### config.mk
export PLATFORM = sky130hd
export DESIGN_NAME = circular_playlist_ring_top
export DESIGN_NICKNAME = d
export VERILOG_FILES = /design/src/rtl/cpr_pkg.sv /design/src/rtl/circular_playlist_ring_top.sv /design/src/rtl/cpr_slot_alloc.sv /design/src/rtl/cpr_ring_engine.sv
export SDC_FILE = /design/constraint.sdc
export NUM_CORES = 2
export LEC_CHECK = 0
export BUFFER_PORTS_ARGS = -buffer_cell sky130_fd_sc_hd__buf_4
export CAP_MARGIN = 15
export CORE_MARGIN = 3
export CORE_UTILIZATION = 35
export CTS_BUF_LIST = sky130_fd_sc_hd__clkbuf_16
export CTS_CLUSTER_SIZE = 8
export DETAILED_ROUTE_END_ITERATION = 8
export PLACE_DENSITY = 0.55
export SYNTH_ARGS = -nofsm -noshare
export SYNTH_HDL_FRONTEND = slang
export SYNTH_SLANG_ARGS = --single-unit
### constraint.sdc
create_clock -name clock -period 5.8 [get_ports clock]
set_input_delay 0.87 -clock clock [delete_from_list [all_inputs] [get_ports clock]]
set_output_delay 0.87 -clock clock [all_outputs]
set_load 0.05 [all_outputs]
### src/rtl/cpr_pkg.sv
// ----------------------------------------------------------------------------
// cpr_pkg
// Shared constants, codes and types of the circular playlist ring.
// ----------------------------------------------------------------------------
`default_nettype none

package cpr_pkg;

   localparam int CAPACITY    = 64;
   localparam int ID_W        = 32;
   localparam int OP_W        = 3;
   localparam int STATUS_W    = 2;
   localparam int SLOT_W      = (CAPACITY > 1) ? $clog2(CAPACITY) : 1;
   localparam int COUNT_W     = $clog2(CAPACITY + 1);
   localparam int GROUP_SIZE  = 8;
   localparam int BIT_W       = $clog2(GROUP_SIZE);
   localparam int GROUP_COUNT = (CAPACITY + GROUP_SIZE - 1) / GROUP_SIZE;
   localparam int GRP_W       = (GROUP_COUNT > 1) ? $clog2(GROUP_COUNT) : 1;
   localparam int PAD_N       = GROUP_COUNT * GROUP_SIZE;

   localparam logic [OP_W-1:0] OP_APPEND  = 3'd0;
   localparam logic [OP_W-1:0] OP_ADVANCE = 3'd1;
   localparam logic [OP_W-1:0] OP_REWIND  = 3'd2;
   localparam logic [OP_W-1:0] OP_REMOVE  = 3'd3;
   localparam logic [OP_W-1:0] OP_CLEAR   = 3'd4;

   localparam logic [STATUS_W-1:0] ST_OK        = 2'd0;
   localparam logic [STATUS_W-1:0] ST_EMPTY     = 2'd1;
   localparam logic [STATUS_W-1:0] ST_NOT_FOUND = 2'd2;
   localparam logic [STATUS_W-1:0] ST_FULL      = 2'd3;

   typedef logic [SLOT_W-1:0] slot_type;

   typedef struct packed {
      slot_type nxt;
      slot_type prv;
   } link_type;

   typedef struct packed {
      logic     scan_start;
      logic     clear_all;
      logic     set_en;
      logic     free_en;
      slot_type slot;
   } alloc_ctrl_type;

   typedef struct packed {
      logic     found;
      slot_type free_slot;
   } alloc_stat_type;

endpackage

`default_nettype wire

### src/rtl/circular_playlist_ring_top.sv
// ----------------------------------------------------------------------------
// circular_playlist_ring_top
// Bounded circular doubly linked ring of 32-bit IDs with a cursor.
// ----------------------------------------------------------------------------
// One request beat gives one response beat. The block takes one request at a
// time; a finished response waits in the output register while the next
// request is taken. Clear, unused codes and requests refused on an empty or
// full ring go straight to the response; advance and rewind read the cursor
// entry first; append runs the free-slot finder over groups of 8 slots
// (1 to 8 groups), then writes the new entry and, when the ring was not empty,
// links it in behind the tail; remove walks from the head through the link
// memory, one entry per step, then unlinks. The ID and link memories
// are read once per cycle with registered read data, which sets the walk
// rate. No clearing pass after reset.
// ----------------------------------------------------------------------------
`default_nettype none

module circular_playlist_ring_top (
   input  wire                                   clock,
   input  wire                                   reset,
   input  wire                                   req_valid,
   output logic                                  req_stall,
   input  wire         [cpr_pkg::OP_W-1:0]       req_op,
   input  wire  signed [cpr_pkg::ID_W-1:0]       req_song_value,
   output logic                                  rsp_valid,
   input  wire                                   rsp_stall,
   output logic signed [cpr_pkg::ID_W-1:0]       rsp_read_value,
   output logic        [cpr_pkg::STATUS_W-1:0]   rsp_status
);

   logic                             cmd_ready;
   logic                             res_valid;
   logic                             res_ready;
   logic [cpr_pkg::ID_W-1:0]         res_value;
   logic [cpr_pkg::STATUS_W-1:0]     res_status;
   cpr_pkg::alloc_ctrl_type          alloc_ctrl;
   cpr_pkg::alloc_stat_type          alloc_stat;

   logic                             rsp_valid_ff, rsp_valid_in;
   logic [cpr_pkg::ID_W-1:0]         rsp_value_ff;
   logic [cpr_pkg::STATUS_W-1:0]     rsp_status_ff;

   assign req_stall = !cmd_ready;
   assign res_ready = !rsp_valid_ff || !rsp_stall;

   cpr_ring_engine u_engine (
      .clock      (clock),
      .reset      (reset),
      .cmd_valid  (req_valid),
      .cmd_ready  (cmd_ready),
      .cmd_op     (req_op),
      .cmd_value  ($unsigned(req_song_value)),
      .res_valid  (res_valid),
      .res_ready  (res_ready),
      .res_value  (res_value),
      .res_status (res_status),
      .alloc_ctrl (alloc_ctrl),
      .alloc_stat (alloc_stat)
   );

   cpr_slot_alloc u_alloc (
      .clock (clock),
      .reset (reset),
      .ctrl  (alloc_ctrl),
      .stat  (alloc_stat)
   );

   always_comb begin
      rsp_valid_in = rsp_valid_ff;
      if (res_ready) begin
         rsp_valid_in = res_valid;
      end
   end

   always_ff @(posedge clock) begin
      if (reset) begin
         rsp_valid_ff <= 1'b0;
      end else begin
         rsp_valid_ff <= rsp_valid_in;
      end
   end

   always_ff @(posedge clock) begin
      if (res_valid && res_ready) begin
         rsp_value_ff  <= res_value;
         rsp_status_ff <= res_status;
      end
   end

   assign rsp_valid      = rsp_valid_ff;
   assign rsp_read_value = $signed(rsp_value_ff);
   assign rsp_status     = rsp_status_ff;

endmodule

`default_nettype wire

### src/rtl/cpr_slot_alloc.sv
// ----------------------------------------------------------------------------
// cpr_slot_alloc
// Slot occupancy bits and a free-slot finder that scans one group of slots
// per cycle and returns the lowest free slot.
// ----------------------------------------------------------------------------
`default_nettype none

module cpr_slot_alloc (
   input  wire                     clock,
   input  wire                     reset,
   input  cpr_pkg::alloc_ctrl_type ctrl,
   output cpr_pkg::alloc_stat_type stat
);

   logic [cpr_pkg::CAPACITY-1:0]    used_ff, used_in;
   logic                            scan_ff, scan_in;
   logic [cpr_pkg::GRP_W-1:0]       grp_ff, grp_in;
   logic [cpr_pkg::PAD_N-1:0]       used_pad;
   logic [cpr_pkg::GROUP_SIZE-1:0]  grp_bits;
   logic                            hit;
   logic [cpr_pkg::BIT_W-1:0]       bit_ix;

   always_comb begin
      used_pad = '1;
      used_pad[cpr_pkg::CAPACITY-1:0] = used_ff;
      grp_bits = used_pad[grp_ff*cpr_pkg::GROUP_SIZE +: cpr_pkg::GROUP_SIZE];
   end

   always_comb begin
      hit    = 1'b0;
      bit_ix = '0;
      for (int b = cpr_pkg::GROUP_SIZE - 1; b >= 0; b--) begin
         if (!grp_bits[b]) begin
            hit    = 1'b1;
            bit_ix = cpr_pkg::BIT_W'(b);
         end
      end
   end

   assign stat.found     = scan_ff && hit;
   assign stat.free_slot = cpr_pkg::SLOT_W'({grp_ff, bit_ix});

   always_comb begin
      used_in = used_ff;
      scan_in = scan_ff;
      grp_in  = grp_ff;
      if (ctrl.clear_all) begin
         used_in = '0;
      end else if (ctrl.set_en) begin
         used_in[ctrl.slot] = 1'b1;
      end else if (ctrl.free_en) begin
         used_in[ctrl.slot] = 1'b0;
      end
      if (ctrl.scan_start) begin
         scan_in = 1'b1;
         grp_in  = '0;
      end else if (scan_ff) begin
         if (hit) begin
            scan_in = 1'b0;
         end else begin
            grp_in = grp_ff + cpr_pkg::GRP_W'(1);
         end
      end
   end

   always_ff @(posedge clock) begin
      if (reset) begin
         used_ff <= '0;
         scan_ff <= 1'b0;
         grp_ff  <= '0;
      end else begin
         used_ff <= used_in;
         scan_ff <= scan_in;
         grp_ff  <= grp_in;
      end
   end

endmodule

`default_nettype wire

### src/rtl/cpr_ring_engine.sv
// ----------------------------------------------------------------------------
// cpr_ring_engine
// Sequencer over the ID memory and the link memory: append, step, search
// and unlink, one memory access per cycle with registered read data.
// ----------------------------------------------------------------------------
`default_nettype none

module cpr_ring_engine (
   input  wire                              clock,
   input  wire                              reset,
   input  wire                              cmd_valid,
   output logic                             cmd_ready,
   input  wire  [cpr_pkg::OP_W-1:0]         cmd_op,
   input  wire  [cpr_pkg::ID_W-1:0]         cmd_value,
   output logic                             res_valid,
   input  wire                              res_ready,
   output logic [cpr_pkg::ID_W-1:0]         res_value,
   output logic [cpr_pkg::STATUS_W-1:0]     res_status,
   output cpr_pkg::alloc_ctrl_type          alloc_ctrl,
   input  cpr_pkg::alloc_stat_type          alloc_stat
);

   localparam logic [3:0] S_IDLE    = 4'd0;
   localparam logic [3:0] S_FIND    = 4'd1;
   localparam logic [3:0] S_AP_NEW  = 4'd2;
   localparam logic [3:0] S_AP_TAIL = 4'd3;
   localparam logic [3:0] S_AP_HEAD = 4'd4;
   localparam logic [3:0] S_STEP    = 4'd5;
   localparam logic [3:0] S_SEEK    = 4'd6;
   localparam logic [3:0] S_RM_PREV = 4'd7;
   localparam logic [3:0] S_RM_NEXT = 4'd8;
   localparam logic [3:0] S_RESP    = 4'd9;

   localparam logic [cpr_pkg::COUNT_W-1:0] FULL_COUNT = cpr_pkg::COUNT_W'(cpr_pkg::CAPACITY);
   localparam logic [cpr_pkg::COUNT_W-1:0] ONE_COUNT  = cpr_pkg::COUNT_W'(1);

   logic [cpr_pkg::ID_W-1:0] id_mem   [cpr_pkg::CAPACITY];
   cpr_pkg::link_type        link_mem [cpr_pkg::CAPACITY];

   logic [cpr_pkg::ID_W-1:0] id_rd_ff;
   cpr_pkg::link_type        link_rd_ff;

   logic                     mem_rd_en;
   cpr_pkg::slot_type        mem_rd_addr;
   logic                     id_wr_en;
   logic                     link_wr_next;
   logic                     link_wr_prev;
   cpr_pkg::slot_type        mem_wr_addr;
   logic [cpr_pkg::ID_W-1:0] id_wr_data;
   cpr_pkg::link_type        link_wr_data;

   logic [3:0]                        state_ff, state_in;
   logic                              dir_ff, dir_in;
   logic [cpr_pkg::ID_W-1:0]          value_ff, value_in;
   cpr_pkg::slot_type                 slot_ff, slot_in;
   cpr_pkg::slot_type                 nbr_n_ff, nbr_n_in;
   cpr_pkg::slot_type                 nbr_p_ff, nbr_p_in;
   logic [cpr_pkg::COUNT_W-1:0]       k_ff, k_in;
   cpr_pkg::slot_type                 head_ff, head_in;
   cpr_pkg::slot_type                 cursor_ff, cursor_in;
   logic [cpr_pkg::COUNT_W-1:0]       count_ff, count_in;
   logic [cpr_pkg::ID_W-1:0]          res_value_ff, res_value_in;
   logic [cpr_pkg::STATUS_W-1:0]      res_status_ff, res_status_in;

   always_ff @(posedge clock) begin
      if (id_wr_en) begin
         id_mem[mem_wr_addr] <= id_wr_data;
      end
      if (link_wr_next) begin
         link_mem[mem_wr_addr].nxt <= link_wr_data.nxt;
      end
      if (link_wr_prev) begin
         link_mem[mem_wr_addr].prv <= link_wr_data.prv;
      end
      if (mem_rd_en) begin
         id_rd_ff   <= id_mem[mem_rd_addr];
         link_rd_ff <= link_mem[mem_rd_addr];
      end
   end

   assign cmd_ready  = (state_ff == S_IDLE);
   assign res_valid  = (state_ff == S_RESP);
   assign res_value  = res_value_ff;
   assign res_status = res_status_ff;

   always_comb begin
      state_in      = state_ff;
      dir_in        = dir_ff;
      value_in      = value_ff;
      slot_in       = slot_ff;
      nbr_n_in      = nbr_n_ff;
      nbr_p_in      = nbr_p_ff;
      k_in          = k_ff;
      head_in       = head_ff;
      cursor_in     = cursor_ff;
      count_in      = count_ff;
      res_value_in  = res_value_ff;
      res_status_in = res_status_ff;
      mem_rd_en     = 1'b0;
      mem_rd_addr   = head_ff;
      id_wr_en      = 1'b0;
      link_wr_next  = 1'b0;
      link_wr_prev  = 1'b0;
      mem_wr_addr   = slot_ff;
      id_wr_data    = value_ff;
      link_wr_data  = '{nxt: slot_ff, prv: slot_ff};
      alloc_ctrl    = '0;
      alloc_ctrl.slot = slot_ff;

      unique case (state_ff)
         S_IDLE: begin
            if (cmd_valid) begin
               value_in      = cmd_value;
               res_value_in  = '0;
               res_status_in = cpr_pkg::ST_OK;
               state_in      = S_RESP;
               case (cmd_op) inside
                  cpr_pkg::OP_APPEND: begin
                     if (count_ff == FULL_COUNT) begin
                        res_status_in = cpr_pkg::ST_FULL;
                     end else begin
                        alloc_ctrl.scan_start = 1'b1;
                        mem_rd_en   = 1'b1;
                        mem_rd_addr = head_ff;
                        state_in    = S_FIND;
                     end
                  end
                  cpr_pkg::OP_ADVANCE, cpr_pkg::OP_REWIND: begin
                     if (count_ff == '0) begin
                        res_status_in = cpr_pkg::ST_EMPTY;
                     end else begin
                        mem_rd_en   = 1'b1;
                        mem_rd_addr = cursor_ff;
                        dir_in      = (cmd_op == cpr_pkg::OP_ADVANCE);
                        state_in    = S_STEP;
                     end
                  end
                  cpr_pkg::OP_REMOVE: begin
                     if (count_ff == '0) begin
                        res_status_in = cpr_pkg::ST_EMPTY;
                     end else begin
                        mem_rd_en   = 1'b1;
                        mem_rd_addr = head_ff;
                        slot_in     = head_ff;
                        k_in        = '0;
                        state_in    = S_SEEK;
                     end
                  end
                  cpr_pkg::OP_CLEAR: begin
                     alloc_ctrl.clear_all = 1'b1;
                     head_in   = '0;
                     cursor_in = '0;
                     count_in  = '0;
                  end
                  default: begin
                  end
               endcase
            end
         end
         S_FIND: begin
            if (alloc_stat.found) begin
               slot_in  = alloc_stat.free_slot;
               state_in = S_AP_NEW;
            end
         end
         S_AP_NEW: begin
            id_wr_en          = 1'b1;
            link_wr_next      = 1'b1;
            link_wr_prev      = 1'b1;
            mem_wr_addr       = slot_ff;
            alloc_ctrl.set_en = 1'b1;
            count_in          = count_ff + ONE_COUNT;
            if (count_ff == '0) begin
               link_wr_data = '{nxt: slot_ff, prv: slot_ff};
               head_in      = slot_ff;
               cursor_in    = slot_ff;
               state_in     = S_RESP;
            end else begin
               link_wr_data = '{nxt: head_ff, prv: link_rd_ff.prv};
               nbr_p_in     = link_rd_ff.prv;
               state_in     = S_AP_TAIL;
            end
         end
         S_AP_TAIL: begin
            link_wr_next     = 1'b1;
            mem_wr_addr      = nbr_p_ff;
            link_wr_data.nxt = slot_ff;
            state_in         = S_AP_HEAD;
         end
         S_AP_HEAD: begin
            link_wr_prev     = 1'b1;
            mem_wr_addr      = head_ff;
            link_wr_data.prv = slot_ff;
            state_in         = S_RESP;
         end
         S_STEP: begin
            res_value_in = id_rd_ff;
            cursor_in    = dir_ff ? link_rd_ff.nxt : link_rd_ff.prv;
            state_in     = S_RESP;
         end
         S_SEEK: begin
            if (id_rd_ff == value_ff) begin
               if (count_ff == ONE_COUNT) begin
                  alloc_ctrl.clear_all = 1'b1;
                  head_in   = '0;
                  cursor_in = '0;
                  count_in  = '0;
                  state_in  = S_RESP;
               end else begin
                  nbr_n_in = link_rd_ff.nxt;
                  nbr_p_in = link_rd_ff.prv;
                  if (slot_ff == head_ff) begin
                     head_in = link_rd_ff.nxt;
                  end
                  if (slot_ff == cursor_ff) begin
                     cursor_in = link_rd_ff.nxt;
                  end
                  alloc_ctrl.free_en = 1'b1;
                  count_in = count_ff - ONE_COUNT;
                  state_in = S_RM_PREV;
               end
            end else if (k_ff + ONE_COUNT == count_ff) begin
               res_status_in = cpr_pkg::ST_NOT_FOUND;
               state_in      = S_RESP;
            end else begin
               k_in        = k_ff + ONE_COUNT;
               slot_in     = link_rd_ff.nxt;
               mem_rd_en   = 1'b1;
               mem_rd_addr = link_rd_ff.nxt;
            end
         end
         S_RM_PREV: begin
            link_wr_next     = 1'b1;
            mem_wr_addr      = nbr_p_ff;
            link_wr_data.nxt = nbr_n_ff;
            state_in         = S_RM_NEXT;
         end
         S_RM_NEXT: begin
            link_wr_prev     = 1'b1;
            mem_wr_addr      = nbr_n_ff;
            link_wr_data.prv = nbr_p_ff;
            state_in         = S_RESP;
         end
         S_RESP: begin
            if (res_ready) begin
               state_in = S_IDLE;
            end
         end
         default: begin
            state_in = S_IDLE;
         end
      endcase
   end

   always_ff @(posedge clock) begin
      if (reset) begin
         state_ff  <= S_IDLE;
         head_ff   <= '0;
         cursor_ff <= '0;
         count_ff  <= '0;
      end else begin
         state_ff  <= state_in;
         head_ff   <= head_in;
         cursor_ff <= cursor_in;
         count_ff  <= count_in;
      end
   end

   always_ff @(posedge clock) begin
      dir_ff        <= dir_in;
      value_ff      <= value_in;
      slot_ff       <= slot_in;
      nbr_n_ff      <= nbr_n_in;
      nbr_p_ff      <= nbr_p_in;
      k_ff          <= k_in;
      res_value_ff  <= res_value_in;
      res_status_ff <= res_status_in;
   end

endmodule

`default_nettype wire

==> flow_summary.ini <==
[cts]
cts_sinks = 3078
clkLatencyLatePin_ns = 0.94
cts_tree = done
cts_root_buffer = clkbuf_16
htreeDepth = 5
cts_setup_buffers = 0
clock_path_buffers = 4
cts_resized = 0
cts_hold_buf = 0
clk_pin_slew_ns = 0.05
cts_buffers = 427

[critical_path]
path_class = reg2reg
critPathMostFrequentCell = buf_4
endpoint_kind = flop
critPathSlowestCell = a2111oi_0
startpoint_type = flop
arrival_ns = 6.11
required_ns = 6.46
critPathMaxFanout = 12
cp_slowest_stage_delay_ns = 0.97
worstPathCellList = xor2_1 > nor4_1 > buf_4 > nand4_1 > buf_4 > o21ai_1 > or3_1 > o211ai_4 > buf_12 > buf_4 > mux4_2 > a2111oi_0 > a221o_1 > nor4_2

[power]
p_comb_frac = 0.184
p_per_area_nw_per_um2 = 420
p_int_w = 0.0429
swShare = 0.286
seqPwrFrac = 0.455
p_switching_w = 0.0172
pwr-share-clk = 0.361
irDropWorstVdd_mv = 0.312
finalPower_w = 0.0602
p_leak_nw = 49.2

[sta]
max_freq_mhz = 183
layout_min_cycle_time_ns = 5.45
tns_ns = 0
tightest_slew_ns = 1.17
fin_crit_sh = 0.940
fin_skew_ns = 0.0998
setup_violations = 0
rsz0062_at_grt = false
whs_ns = 0.111
hold_violations = 0
slew_headroom = 0.223
maxSlewViolCount = 0

[drt]
wl_per_cell_um = 28.5
dr.first_iter.drc_count = 9225
drt-total-wl_um = 378000
vias_per_cell = 5.65
drc = 0
drtPass1Iterations = 6
antenna_left = 0
vias = 75000

[synth]
synth_edf_count = 2986
yosys.cell_types.count = 72
yosysWarnings = 0
synthesis.nets = 8123
syn_avg_cell_area_um2 = 15.0
syn_area_um2 = 121000
synth-seq-cells = 3078
synthCells = 8079
ys_dominant_reg_cell = edfxtp_1
synth_sequential_area_ratio = 0.754
async_reset_ff_frac = 0

[layout]
seq_area_um2 = 91500
num-nets-final = 8713
layout.cells.most_common = edfxtp_1
n_fill_cell = 30700
multi_input_area_um2 = 27700
syn_to_final_growth_pct = 18.0
fin_util = 0.416
drive_gt1_frac = 0.164
final_cell_mix = 2986 x edfxtp_1, 1720 x nand2_1, 538 x nand3_1
layout.cells.non_filler = 13300

[hold_path]
hp-class = in2reg

[floorplan]
die_area_um2 = 354000
ios = 75
num_rows = 215
start_util = 0.353
die_x_um = 595
die_y_um = 595
core_um2 = 344000

[outcome]
status = finished, final reports clean

[global_route]
antenna_found_initial = 11
grt_pass1_vias = 72500
track_usage = 0.207
gr-total-overflow = 0
grt_start_max_net_pins = 65
grt_pass1_wl_um = 536000

[placement]
hpwl_um = 228000
io_buffers = 74
dp.cells = 12800
routabilityCongestion = 0.876

[run]
cap_violations = 0
-- cells in the mapped netlist (54+ instances only) --
library cell,count,share of area
mux4_2,146,0.027
o22ai_1,54,0.0028
a32oi_1,165,0.012
buf_2,135,0.0056
nor2_1,295,0.0091
dfxtp_1,92,0.015
a22oi_1,60,0.0037
nand3_1,539,0.022
buf_4,68,0.0042
a21oi_1,197,0.0081
edfxtp_1,2986,0.74
clkbuf_1,254,0.0079
a31oi_1,207,0.011
nand4_1,86,0.0044
mux2i_1,392,0.032
nand2_1,1728,0.053
o21ai_0,71,0.0029
-- critical path, delay by kind of cell (launching register included) --
kind | cells | cell delay, ns
AO/OA/AOI/OAI | 4 | 1.66
AND/OR/NAND/NOR | 4 | 0.84
buffers and inverters | 4 | 0.84
XOR/XNOR | 1 | 0.72
flip-flops | 1 | 0.57
multiplexers | 1 | 0.52
-- worst paths after layout --
path / depth (start not counted) / start / slack (ns) / end
worst max register to register: 14 / u_engine.id_rd_ff[12] / 0.35 / u_engine.id_rd_ff[12]
worst max-delay path: 14 / u_engine.id_rd_ff[12] / 0.35 / u_engine.id_rd_ff[12]
worst min register to register: 0 / u_engine.res_value[9] / 0.38 / rsp_read_value[9]
worst min-delay path: 1 / req_song_value[31] / 0.11 / u_engine.id_wr_data[31]
-- layer usage --
| metal | share of wire | GRT usage |
|---|---|---|
| met1 | 0.42 | 0.289 |
| met2 | 0.47 | 0.329 |
| met3 | 0.080 | 0.0315 |
| met4 | 0.037 | 0.0756 |
| met5 | 0.00015 | 0 |
-- state kept, by name, summed over array words and instances (netlist names), 7 cells and up, named ones only --
register / cells
u_engine.link_mem: 768
u_engine.count_ff: 7
u_engine.id_rd_ff: 32
u_engine.link_rd_ff: 12
rsp_read_value: 32
u_engine.k_ff: 7
u_engine.res_value: 32
u_engine.id_wr_data: 32
u_engine.id_mem: 2048
-- power groups by stage --
stage | Combinational, W | Clock, W | Sequential (W)
2_1_floorplan | 0.00500 | 0 | 0.0281
3_3_place_gp | 0.0109 | 0 | 0.0277
3_5_place_dp | 0.0110 | 0 | 0.0278
4_1_cts | 0.0111 | 0.0221 | 0.0273
5_1_grt | 0.0117 | 0.0229 | 0.0274
6_report | 0.0111 | 0.0217 | 0.0274
-- layout make-up --
type | instances | area share
antenna | 4 | 0.0000699
multi-input combinational | 4455 | 0.194
tap | 4557 | 0.0398
inverter | 30 | 0.000786
clock inverter | 53 | 0.00269
clock buffer | 432 | 0.0755
sequential | 3078 | 0.639
timing repair buffer | 677 | 0.0487
-- kinds of logic after synthesis --
| kind of cell | synth area share |
|---|---|
| flops | 0.754 |
| simple gates | 0.104 |
| compound gates | 0.0552 |
| buf+inv | 0.0222 |
| mux | 0.0602 |
| xor+xnor | 0.00440 |
| fa+ha+maj | 0.000515 |
-- through the flow --
| stage | setup WS, ns | instance area [um2] |
|---|---|---|
| after CTS | 0.550 | 143000 |
| after detailed placement | 0.529 | 132000 |
| after global placement | -0.117 | 132000 |
| after global routing | 0.262 | 143000 |
| final | 0.348 | 143000 |
| after floorplan | 0.649 | 121000 |
Note: power is estimated with default switching activity, not from simulation.
